==> config.mk <==
export PLATFORM = sky130hd
export DESIGN_NAME = stack_machine_arith_unit_flat
export DESIGN_NICKNAME = d
export VERILOG_FILES = /design/src/design/sma_pkg.sv /design/src/design/sma_if.sv /design/src/design/sma_stack.sv /design/src/design/sma_alu.sv /design/src/design/stack_machine_arith_unit.sv /design/src/flat_wrapper.sv
export SDC_FILE = /design/constraint.sdc
export NUM_CORES = 2
export LEC_CHECK = 0
export BUFFER_PORTS_ARGS = -buffer_cell sky130_fd_sc_hd__clkbuf_2
export CORE_MARGIN = 4
export CORE_UTILIZATION = 60
export DETAILED_ROUTE_END_ITERATION = 10
export PLACE_DENSITY = 0.83
export SYNTH_ARGS = -nofsm -noshare
export SYNTH_HDL_FRONTEND = slang
export SYNTH_SLANG_ARGS = --single-unit
==> constraint.sdc <==
create_clock -name clk_i -period 6.75 [get_ports clk_i]
set_input_delay 0.675 -clock clk_i [delete_from_list [all_inputs] [get_ports clk_i]]
set_output_delay 0.675 -clock clk_i [all_outputs]
set_load 0.02 [all_outputs]
==> src/design/sma_pkg.sv <==
// ----------------------------------------------------------------------------
// sma_pkg
// Shared types and constants of the stack machine arithmetic unit.
// ----------------------------------------------------------------------------
package sma_pkg;

  localparam int unsigned DataW         = 32;
  localparam int unsigned OpW           = 3;
  localparam int unsigned StatusW       = 2;
  localparam int unsigned DepthW        = 7;
  localparam int unsigned IterW         = $clog2(DataW);
  localparam int unsigned StackDepthDef = 64;

  typedef enum logic [OpW-1:0] {
    OP_PUSH = 3'd0,
    OP_ADD  = 3'd1,
    OP_SUB  = 3'd2,
    OP_DIV  = 3'd3,
    OP_MUL  = 3'd4,
    OP_MOD  = 3'd5
  } op_e;

  typedef enum logic [StatusW-1:0] {
    ST_OK      = 2'd0,
    ST_SHORT   = 2'd1,
    ST_DIVZERO = 2'd2,
    ST_FULL    = 2'd3
  } status_e;

  // request from the sequencer to the shared arithmetic unit
  typedef struct packed {
    logic start;
    op_e  op;
  } alu_req_t;

endpackage

==> src/design/sma_if.sv <==
// ----------------------------------------------------------------------------
// sma_if
// Valid/ready channels of the stack machine: command in, response out.
// ----------------------------------------------------------------------------
interface sma_cmd_if;
  logic               valid;
  logic               ready;
  logic [2:0]         opcode;
  logic signed [31:0] push_value;

  modport source (output valid, output opcode, output push_value, input ready);
  modport sink   (input valid, input opcode, input push_value, output ready);
endinterface

interface sma_rsp_if;
  logic               valid;
  logic               ready;
  logic [1:0]         status;
  logic signed [31:0] top_value;
  logic [6:0]         depth;

  modport source (output valid, output status, output top_value, output depth,
                  input ready);
  modport sink   (input valid, input status, input top_value, input depth,
                  output ready);
endinterface

==> src/design/sma_stack.sv <==
// ----------------------------------------------------------------------------
// sma_stack
// Stack storage: one write port and one registered read port.
// ----------------------------------------------------------------------------
module sma_stack #(
  parameter int unsigned StackDepth = 64,
  parameter int unsigned IdxW       = $clog2(StackDepth)
) (
  input  logic                     clk_i,
  input  logic                     we_i,
  input  logic [IdxW-1:0]          waddr_i,
  input  logic [sma_pkg::DataW-1:0] wdata_i,
  input  logic                     re_i,
  input  logic [IdxW-1:0]          raddr_i,
  output logic [sma_pkg::DataW-1:0] rdata_o
);
  import sma_pkg::*;

  logic [DataW-1:0] mem_q [StackDepth];
  logic [DataW-1:0] rdata_q;

  always_ff @(posedge clk_i) begin
    if (we_i) begin
      mem_q[waddr_i] <= wdata_i;
    end
  end

  always_ff @(posedge clk_i) begin
    if (re_i) begin
      rdata_q <= mem_q[raddr_i];
    end
  end

  assign rdata_o = rdata_q;

endmodule

==> src/design/sma_alu.sv <==
// ----------------------------------------------------------------------------
// sma_alu
// Shared 33-bit adder sequenced for add, sub, shift-add multiply and
// restoring signed divide / remainder.
// ----------------------------------------------------------------------------
module sma_alu (
  input  logic                      clk_i,
  input  logic                      rst_ni,
  input  sma_pkg::alu_req_t         req_i,
  input  logic [sma_pkg::DataW-1:0] s_i,
  input  logic [sma_pkg::DataW-1:0] t_i,
  output logic                      done_o,
  output logic [sma_pkg::DataW-1:0] result_o
);
  import sma_pkg::*;

  typedef enum logic [6:0] {
    A_IDLE  = 7'b0000001,
    A_ADD   = 7'b0000010,
    A_MUL   = 7'b0000100,
    A_ABS_S = 7'b0001000,
    A_ABS_T = 7'b0010000,
    A_DIV   = 7'b0100000,
    A_FIX   = 7'b1000000
  } alu_state_e;

  localparam logic [IterW-1:0] IterLast = IterW'(DataW - 1);

  alu_state_e       state_q, state_d;
  logic [IterW-1:0] cnt_q, cnt_d;
  logic             done_q, done_d;

  logic [DataW-1:0] a_q, b_q, acc_q, res_q;
  op_e              op_q;
  logic             neg_q;

  logic [DataW-1:0] add_x, add_y, rem_sh, fix_src;
  logic             add_inv;
  logic [DataW:0]   sum;
  logic             ge;

  assign rem_sh  = {acc_q[DataW-2:0], a_q[DataW-1]};
  assign fix_src = (op_q == OP_DIV) ? a_q : acc_q;

  always_comb begin
    add_x   = '0;
    add_y   = '0;
    add_inv = 1'b0;
    unique case (state_q)
      A_ADD: begin
        add_x   = a_q;
        add_y   = b_q;
        add_inv = (op_q == OP_SUB);
      end
      A_MUL: begin
        add_x = acc_q;
        add_y = a_q;
      end
      A_ABS_S: begin
        add_y   = a_q;
        add_inv = 1'b1;
      end
      A_ABS_T: begin
        add_y   = b_q;
        add_inv = 1'b1;
      end
      A_DIV: begin
        add_x   = rem_sh;
        add_y   = b_q;
        add_inv = 1'b1;
      end
      A_FIX: begin
        add_y   = fix_src;
        add_inv = neg_q;
      end
      default: begin
        add_inv = 1'b0;
      end
    endcase
  end

  assign sum = {1'b0, add_x} + {1'b0, add_y ^ {DataW{add_inv}}} + {{DataW{1'b0}}, add_inv};
  // carry out of x + ~y + 1 means x >= y
  assign ge  = sum[DataW];

  always_comb begin
    state_d = state_q;
    cnt_d   = cnt_q;
    done_d  = 1'b0;
    unique case (state_q)
      A_IDLE: begin
        cnt_d = '0;
        if (req_i.start) begin
          case (req_i.op)
            OP_MUL:         state_d = A_MUL;
            OP_DIV, OP_MOD: state_d = A_ABS_S;
            default:        state_d = A_ADD;
          endcase
        end
      end
      A_ADD: begin
        done_d  = 1'b1;
        state_d = A_IDLE;
      end
      A_MUL: begin
        cnt_d = cnt_q + IterW'(1);
        if (cnt_q == IterLast) begin
          done_d  = 1'b1;
          state_d = A_IDLE;
        end
      end
      A_ABS_S: state_d = A_ABS_T;
      A_ABS_T: state_d = A_DIV;
      A_DIV: begin
        cnt_d = cnt_q + IterW'(1);
        if (cnt_q == IterLast) begin
          state_d = A_FIX;
        end
      end
      A_FIX: begin
        done_d  = 1'b1;
        state_d = A_IDLE;
      end
      default: state_d = A_IDLE;
    endcase
  end

  always_ff @(posedge clk_i or negedge rst_ni) begin
    if (!rst_ni) begin
      state_q <= A_IDLE;
      cnt_q   <= '0;
      done_q  <= 1'b0;
    end else begin
      state_q <= state_d;
      cnt_q   <= cnt_d;
      done_q  <= done_d;
    end
  end

  always_ff @(posedge clk_i) begin
    unique case (state_q)
      A_IDLE: begin
        if (req_i.start) begin
          a_q   <= s_i;
          b_q   <= t_i;
          acc_q <= '0;
          op_q  <= req_i.op;
          // quotient sign from both operands, remainder sign from dividend
          neg_q <= (req_i.op == OP_DIV) ? (s_i[DataW-1] ^ t_i[DataW-1]) : s_i[DataW-1];
        end
      end
      A_ADD: res_q <= sum[DataW-1:0];
      A_MUL: begin
        if (b_q[0]) begin
          acc_q <= sum[DataW-1:0];
        end
        a_q <= {a_q[DataW-2:0], 1'b0};
        b_q <= {1'b0, b_q[DataW-1:1]};
        if (cnt_q == IterLast) begin
          res_q <= b_q[0] ? sum[DataW-1:0] : acc_q;
        end
      end
      A_ABS_S: begin
        if (a_q[DataW-1]) begin
          a_q <= sum[DataW-1:0];
        end
      end
      A_ABS_T: begin
        if (b_q[DataW-1]) begin
          b_q <= sum[DataW-1:0];
        end
      end
      A_DIV: begin
        acc_q <= ge ? sum[DataW-1:0] : rem_sh;
        a_q   <= {a_q[DataW-2:0], ge};
      end
      A_FIX: res_q <= sum[DataW-1:0];
      default: res_q <= res_q;
    endcase
  end

  assign done_o   = done_q;
  assign result_o = res_q;

endmodule

==> src/design/stack_machine_arith_unit.sv <==
// ----------------------------------------------------------------------------
// stack_machine_arith_unit
// Integer stack machine: push plus add, sub, mul, div and mod on the top two
// entries, with one status and top-of-stack response per command.
// ----------------------------------------------------------------------------
// usage:
//   cmd_i carries opcode and push_value, rsp_o carries status, top_value and
//   depth; each command gives exactly one response, in order.
//   the unit takes one command at a time and drops cmd_i.ready from the
//   transfer until its response is loaded into the output register.
//   work per command after the transfer:
//     push or unused opcode ........ decode, then response
//     add / sub .................... stack read, then add or subtract
//     mul .......................... 32 shift-add steps
//     div / mod .................... 2 abs, 32 steps, 1 sign fix
//     errors (short, zero divisor) . respond from decode or check
//   the arithmetic unit runs these on one shared adder, with bit-per-cycle
//   multiply and divide loops.
//   reset empties the stack (depth 0) and clears all pending work; stack
//   storage needs no clearing pass.
//   a stalled response stays in the output register with its payload held;
//   a following command may be taken meanwhile but waits at its end until
//   the register is free.
// ----------------------------------------------------------------------------
module stack_machine_arith_unit #(
  parameter int unsigned StackDepth = sma_pkg::StackDepthDef
) (
  input  logic  clk_i,
  input  logic  rst_ni,
  sma_cmd_if.sink   cmd_i,
  sma_rsp_if.source rsp_o
);
  import sma_pkg::*;

  localparam int unsigned CntW = $clog2(StackDepth + 1);
  localparam int unsigned IdxW = $clog2(StackDepth);

  typedef enum logic [4:0] {
    S_IDLE   = 5'b00001,
    S_DECODE = 5'b00010,
    S_CHECK  = 5'b00100,
    S_CALC   = 5'b01000,
    S_RESP   = 5'b10000
  } seq_state_e;

  seq_state_e      state_q, state_d;
  logic [CntW-1:0] count_q, count_d;
  logic            out_valid_q, out_valid_d;

  logic [OpW-1:0]   op_q;
  logic [DataW-1:0] pv_q, top_q;
  status_e          status_q;
  logic [StatusW-1:0] out_status_q;
  logic [DataW-1:0]   out_top_q;
  logic [DepthW-1:0]  out_depth_q;

  logic             mem_we, mem_re;
  logic [IdxW-1:0]  mem_waddr;
  logic [DataW-1:0] mem_wdata, mem_rdata;
  logic [CntW-1:0]  below_top;
  alu_req_t         alu_req;
  logic             alu_done;
  logic [DataW-1:0] alu_result;

  logic             is_full, is_short, is_divmod, out_free;
  logic [CntW+DepthW-1:0] cnt_ext;

  assign below_top = count_q - CntW'(2);
  assign is_full   = (count_q == CntW'(StackDepth));
  assign is_short  = (count_q < CntW'(2));
  assign is_divmod = (op_q == OP_DIV) || (op_q == OP_MOD);
  assign out_free  = !out_valid_q || rsp_o.ready;
  assign cnt_ext   = {{DepthW{1'b0}}, count_q};

  sma_stack #(
    .StackDepth (StackDepth),
    .IdxW       (IdxW)
  ) u_stack (
    .clk_i   (clk_i),
    .we_i    (mem_we),
    .waddr_i (mem_waddr),
    .wdata_i (mem_wdata),
    .re_i    (mem_re),
    .raddr_i (below_top[IdxW-1:0]),
    .rdata_o (mem_rdata)
  );

  sma_alu u_alu (
    .clk_i    (clk_i),
    .rst_ni   (rst_ni),
    .req_i    (alu_req),
    .s_i      (mem_rdata),
    .t_i      (top_q),
    .done_o   (alu_done),
    .result_o (alu_result)
  );

  always_comb begin
    state_d     = state_q;
    count_d     = count_q;
    out_valid_d = out_valid_q && !rsp_o.ready;
    mem_we      = 1'b0;
    mem_waddr   = below_top[IdxW-1:0];
    mem_wdata   = alu_result;
    mem_re      = 1'b0;
    alu_req     = '{start: 1'b0, op: op_e'(op_q)};
    unique case (state_q)
      S_IDLE: begin
        if (cmd_i.valid) begin
          state_d = S_DECODE;
        end
      end
      S_DECODE: begin
        case (op_q)
          OP_PUSH: begin
            state_d = S_RESP;
            if (!is_full) begin
              mem_we    = 1'b1;
              mem_waddr = count_q[IdxW-1:0];
              mem_wdata = pv_q;
              count_d   = count_q + CntW'(1);
            end
          end
          OP_ADD, OP_SUB, OP_DIV, OP_MUL, OP_MOD: begin
            if (is_short) begin
              state_d = S_RESP;
            end else begin
              mem_re  = 1'b1;
              state_d = S_CHECK;
            end
          end
          default: state_d = S_RESP;
        endcase
      end
      S_CHECK: begin
        if (is_divmod && (top_q == '0)) begin
          state_d = S_RESP;
        end else begin
          alu_req.start = 1'b1;
          state_d       = S_CALC;
        end
      end
      S_CALC: begin
        if (alu_done) begin
          mem_we  = 1'b1;
          count_d = count_q - CntW'(1);
          state_d = S_RESP;
        end
      end
      S_RESP: begin
        if (out_free) begin
          out_valid_d = 1'b1;
          state_d     = S_IDLE;
        end
      end
      default: state_d = S_IDLE;
    endcase
  end

  always_ff @(posedge clk_i or negedge rst_ni) begin
    if (!rst_ni) begin
      state_q     <= S_IDLE;
      count_q     <= '0;
      out_valid_q <= 1'b0;
    end else begin
      state_q     <= state_d;
      count_q     <= count_d;
      out_valid_q <= out_valid_d;
    end
  end

  always_ff @(posedge clk_i) begin
    unique case (state_q)
      S_IDLE: begin
        if (cmd_i.valid) begin
          op_q <= cmd_i.opcode;
          pv_q <= cmd_i.push_value;
        end
      end
      S_DECODE: begin
        case (op_q)
          OP_PUSH: begin
            if (is_full) begin
              status_q <= ST_FULL;
            end else begin
              status_q <= ST_OK;
              top_q    <= pv_q;
            end
          end
          OP_ADD, OP_SUB, OP_DIV, OP_MUL, OP_MOD: begin
            status_q <= is_short ? ST_SHORT : ST_OK;
          end
          default: status_q <= ST_OK;
        endcase
      end
      S_CHECK: begin
        if (is_divmod && (top_q == '0)) begin
          status_q <= ST_DIVZERO;
        end
      end
      S_CALC: begin
        if (alu_done) begin
          top_q <= alu_result;
        end
      end
      S_RESP: begin
        if (out_free) begin
          out_status_q <= status_q;
          out_top_q    <= (count_q == '0) ? '0 : top_q;
          out_depth_q  <= cnt_ext[DepthW-1:0];
        end
      end
      default: top_q <= top_q;
    endcase
  end

  assign cmd_i.ready     = (state_q == S_IDLE);
  assign rsp_o.valid     = out_valid_q;
  assign rsp_o.status    = out_status_q;
  assign rsp_o.top_value = out_top_q;
  assign rsp_o.depth     = out_depth_q;

endmodule

==> src/flat_wrapper.sv <==
// flat-port wrapper written by rule: the top's interface ports become plain ports
module stack_machine_arith_unit_flat import sma_pkg::*;
#(
  parameter int unsigned StackDepth = sma_pkg::StackDepthDef
)
  (clk_i, rst_ni, cmd_i_valid, cmd_i_opcode, cmd_i_push_value, cmd_i_ready, rsp_o_valid, rsp_o_status, rsp_o_top_value, rsp_o_depth, rsp_o_ready);
  sma_cmd_if cmd_i_i ();
  sma_rsp_if rsp_o_i ();
  input  logic clk_i;
  input  logic rst_ni;
  input wire logic [$bits(cmd_i_i.valid)-1:0] cmd_i_valid;
  input wire logic [$bits(cmd_i_i.opcode)-1:0] cmd_i_opcode;
  input wire logic [$bits(cmd_i_i.push_value)-1:0] cmd_i_push_value;
  output wire logic [$bits(cmd_i_i.ready)-1:0] cmd_i_ready;
  output wire logic [$bits(rsp_o_i.valid)-1:0] rsp_o_valid;
  output wire logic [$bits(rsp_o_i.status)-1:0] rsp_o_status;
  output wire logic [$bits(rsp_o_i.top_value)-1:0] rsp_o_top_value;
  output wire logic [$bits(rsp_o_i.depth)-1:0] rsp_o_depth;
  input wire logic [$bits(rsp_o_i.ready)-1:0] rsp_o_ready;
  assign cmd_i_i.valid = cmd_i_valid;
  assign cmd_i_i.opcode = cmd_i_opcode;
  assign cmd_i_i.push_value = cmd_i_push_value;
  assign cmd_i_ready = cmd_i_i.ready;
  assign rsp_o_valid = rsp_o_i.valid;
  assign rsp_o_status = rsp_o_i.status;
  assign rsp_o_top_value = rsp_o_i.top_value;
  assign rsp_o_depth = rsp_o_i.depth;
  assign rsp_o_i.ready = rsp_o_ready;
  stack_machine_arith_unit #(.StackDepth(StackDepth)) u_core (.clk_i(clk_i), .rst_ni(rst_ni), .cmd_i(cmd_i_i), .rsp_o(rsp_o_i));
endmodule
==> qor.csv <==
stage;metric;value;unit
worst_setup_path;crit path DAT;6.77;ns
die;Core Footprint;156000;µm²
sta;Final Slew Violations;65;
sta;setup TNS;0;ns
power;NetSw;13000;µW
worst_setup_path;Setup crit end kind;register;
die;starting density of the core;0.603;
power;sw frac;0.315;
worst_setup_path;WP data required;7.44;ns
layout;Finished Layout Cells;6992;
logic_synthesis;Post-synth EDFFs;2322;
logic_synthesis;area fraction in compound gates after synthesis;0.0327;
layout;most frequent cells in the layout;edfxtp_1 (2,322), mux4_2 (662), clkbuf_16 (220);
placed_design;DP HPWL;153000;µm
sta;Final setup viols;0;
logic_synthesis;adder-cell share of the synthesized area;0.00561;
status;violated checks;design-rule violations, max-capacitance violations, max-slew violations;
route;antenna-violating nets left;0;
route;via count;53140;
power;Clk pwr share;0.300;
cts;CTS clk-pin slew, worst paths;0.07;ns
cts;clk root buf;clkbuf_16;
global_route;all-layer global routing usage;0.358;
power;P_leak;0.0333;µW
power;Logic pwr share;0.298;
cts;hold buffer count at CTS;34;
logic_synthesis;main combinational cell family by area after synthesis;multiplexers;
logic_synthesis;part of the Yosys area used for sequential elements;0.748;
route;Pre-antenna DRT Iters;11;
sta;RSZ-0062 raised after global routing;false;
logic_synthesis;Netlist cell types;78;
layout;register area;70400;µm²
cts;H-tree levels;4;
placed_design;port bufs;81;
logic_synthesis;Synth area leader;edfxtp_1;
sta;minimum clock period;6.08;ns
power;power per cell area;390;nW/µm²
status;status;complete, but fails checks;
logic_synthesis;post-synthesis xor/xnor area fraction;0.00772;
route;Post-Route WL;289000;µm
layout;layout cells sized above 1;0.275;
die;die width;404;µm
sta;hold slack;0.0327;ns
die;Ports;82;
sta;clk_skew;0.0487;ns
power;Power Internal;28100;µW
route;DR iter-0 viols;10657;
cts;CTS Buffer Depth;3;
placed_design;cell total after placement;6543;
global_route;grt ovf;0;
worst_setup_path;CP max FO;12;
logic_synthesis;Syn Nets;4585;
logic_synthesis;mux share of post-synthesis cell area;0.167;
sta;Final Hold Vio Count;0;
logic_synthesis;Synth area leaders;edfxtp_1 (74%), mux4_2 (16%), nand2_1 (0.84%), clkbuf_1 (0.81%), a222oi_1 (0.68%);
global_route;initial antenna violation count;27;
logic_synthesis;Yosys reg bits;2348;
cts;Post-CTS Setup Repair Bufs;0;
worst_setup_path;critical path launch point type;register;
logic_synthesis;Mapped Area;94100;µm²
route;post-DR vias/cell;7.60;
hold_path;Hold WC Path Type;in -> reg;
global_route;vias in the first global route;53103;
run;max-cap violations;1;
worst_setup_path;Worst Setup Path Type;reg -> reg;
logic_synthesis;synth warn;0;
logic_synthesis;Post-Synth Simple-Gate Area;0.0267;
cts;clk sink count;2348;
cts;CTS resizes;0;
sta;crit share post-route;0.901;
die;die area;163000;µm²
cts;Clock Latency Late Sink;0.87;ns
logic_synthesis;post-synth top area share;0.741;
placed_design;Placer Congestion;0.938;
die;Rows;145;
logic_synthesis;synthesized instance count;4505;
layout;multi-input logic area;23100;µm²
route;drt wl/cell;41.3;µm
power;Reg power frac;0.402;
sta;worst slew pin tran;1.52;ns
logic_synthesis;Mean Syn Cell Area;20.9;µm²
layout;Nets;4818;
global_route;first-pass GRT wire length;408000;µm
global_route;largest net degree at the start of global routing;149;
power;maximum VDD drop;0.490;mV
layout;filler cell count;8927;
cts;CTS tree;built;
die;Die Height;404;µm
route;DRC Markers;26;
logic_synthesis;ys async rst share;0.0111;
layout;most common cell after layout, fill and taps aside;edfxtp_1;
cts;CTS Buf Count;217;
logic_synthesis;Most used DFF post-synth;edfxtp_1;
sta;Slew Limit Headroom;-0.0143;
sta;Peak Freq;164;MHz
layout;area grow syn2layout;11.8;%
## cell usage after synthesis, types with 52 or more instances
cell,n
edfxtp_1,2322
mux4_2,662
nand2_1,211
clkbuf_1,202
nor2_1,128
o21ai_0,105
a21oi_1,72
a222oi_1,64
xnor2_1,64
a22oi_1,59
inv_1,58
buf_1,52
## metrics by stage
| step | total power (µW) | cell area [µm²] | worst slack (ns) | utilization |
|---|---|---|---|---|
| after floorplan | 24300 | 94100 | 1.01 | - |
| after global placement | 28100 | 98000 | 0.867 | 0.628 |
| after detailed placement | 28400 | 98000 | 0.825 | 0.628 |
| after CTS | 40700 | 105000 | 0.795 | 0.675 |
| after global routing | 42000 | 105000 | 0.404 | 0.675 |
| final | 41100 | 105000 | 0.669 | 0.675 |
## flip-flops by register name (all words and copies together) (netlist names), 32 cells and up
register and flops:
u_core.pv_q 32, u_core.rsp_o.top_value 32, u_core.top_q 32, u_core.u_alu.a_q 32
u_core.u_alu.acc_q 32, u_core.u_alu.b_q 32, u_core.u_alu.result_o 32, u_core.u_stack.mem_q 2048
u_core.u_stack.rdata_o 32
## power groups by stage
stage | logic [µW] | clock network, µW | registers, µW
floorplan | 7640 | 0 | 16600
global placement | 11300 | 0 | 16800
detailed placement | 11600 | 0 | 16800
CTS | 12000 | 12300 | 16500
global route | 12500 | 13000 | 16500
finish | 12200 | 12300 | 16500
## area by class of cell
| class | instances | share of cell area |
|---|---|---|
| Tap cell | 2058 | 0.0245 |
| Multi-Input combinational cell | 1836 | 0.220 |
| Timing Repair Buffer | 276 | 0.0193 |
| Clock inverter | 145 | 0.0116 |
| Inverter | 59 | 0.00210 |
| Clock buffer | 261 | 0.0538 |
| Sequential cell | 2348 | 0.669 |
| Antenna cell | 9 | 0.000214 |
## worst max-delay path: stages, from the launching register on
cell and delay (ns):
dfrtp_1 0.46, or4_1 0.76, nor3b_2 0.37, a2111o_1 0.77, buf_4 0.31, xnor2_1 0.09
ha_1 0.42, and3_1 0.19, a221oi_1 0.08, buf_4 0.17, o21ai_0 0.48, a21oi_1 0.14
buf_4 0.17, o211ai_1 0.22, a21oi_1 0.14, or4b_2 0.61, and3_1 0.25, o21ai_0 0.23
## final timing paths
kind / from / to / slack [ns] / cells past startpoint
hold reg to reg: u_core.status_q[0] / u_core.rsp_o.status[0] / 0.41 / 0
min in group asynchronous: rst_ni / u_core.u_alu.state_q[3] / 0.47 / 2
setup / recovery: u_core.u_alu.state_q[1] / u_core.u_alu.result_o[24] / 0.67 / 17
setup reg to reg: u_core.u_alu.state_q[1] / u_core.u_alu.result_o[24] / 0.67 / 17
hold / removal: cmd_i_push_value[31] / u_core.pv_q[31] / 0.03 / 1
max in group asynchronous: rst_ni / u_core.count_q[0] / 5.71 / 2
## kinds of logic after synthesis
logic type,after synthesis
AO/OA/AOI/OAI,445
XOR/XNOR,83
adder cells (fa/ha/maj),41
buffers and inverters,321
flip-flops,2348
multiplexers,735
AND/OR/NAND/NOR,532
## routing by layer
metal	share of wire	track usage	vias to the layer above
met5	0.00037	0	-
met1	0.31	0.455	26787
li1	-	-	19383
met4	0.073	0.206	16
met2	0.48	0.563	5713
met3	0.14	0.101	1241
Note: power is estimated with default switching activity, not from simulation.
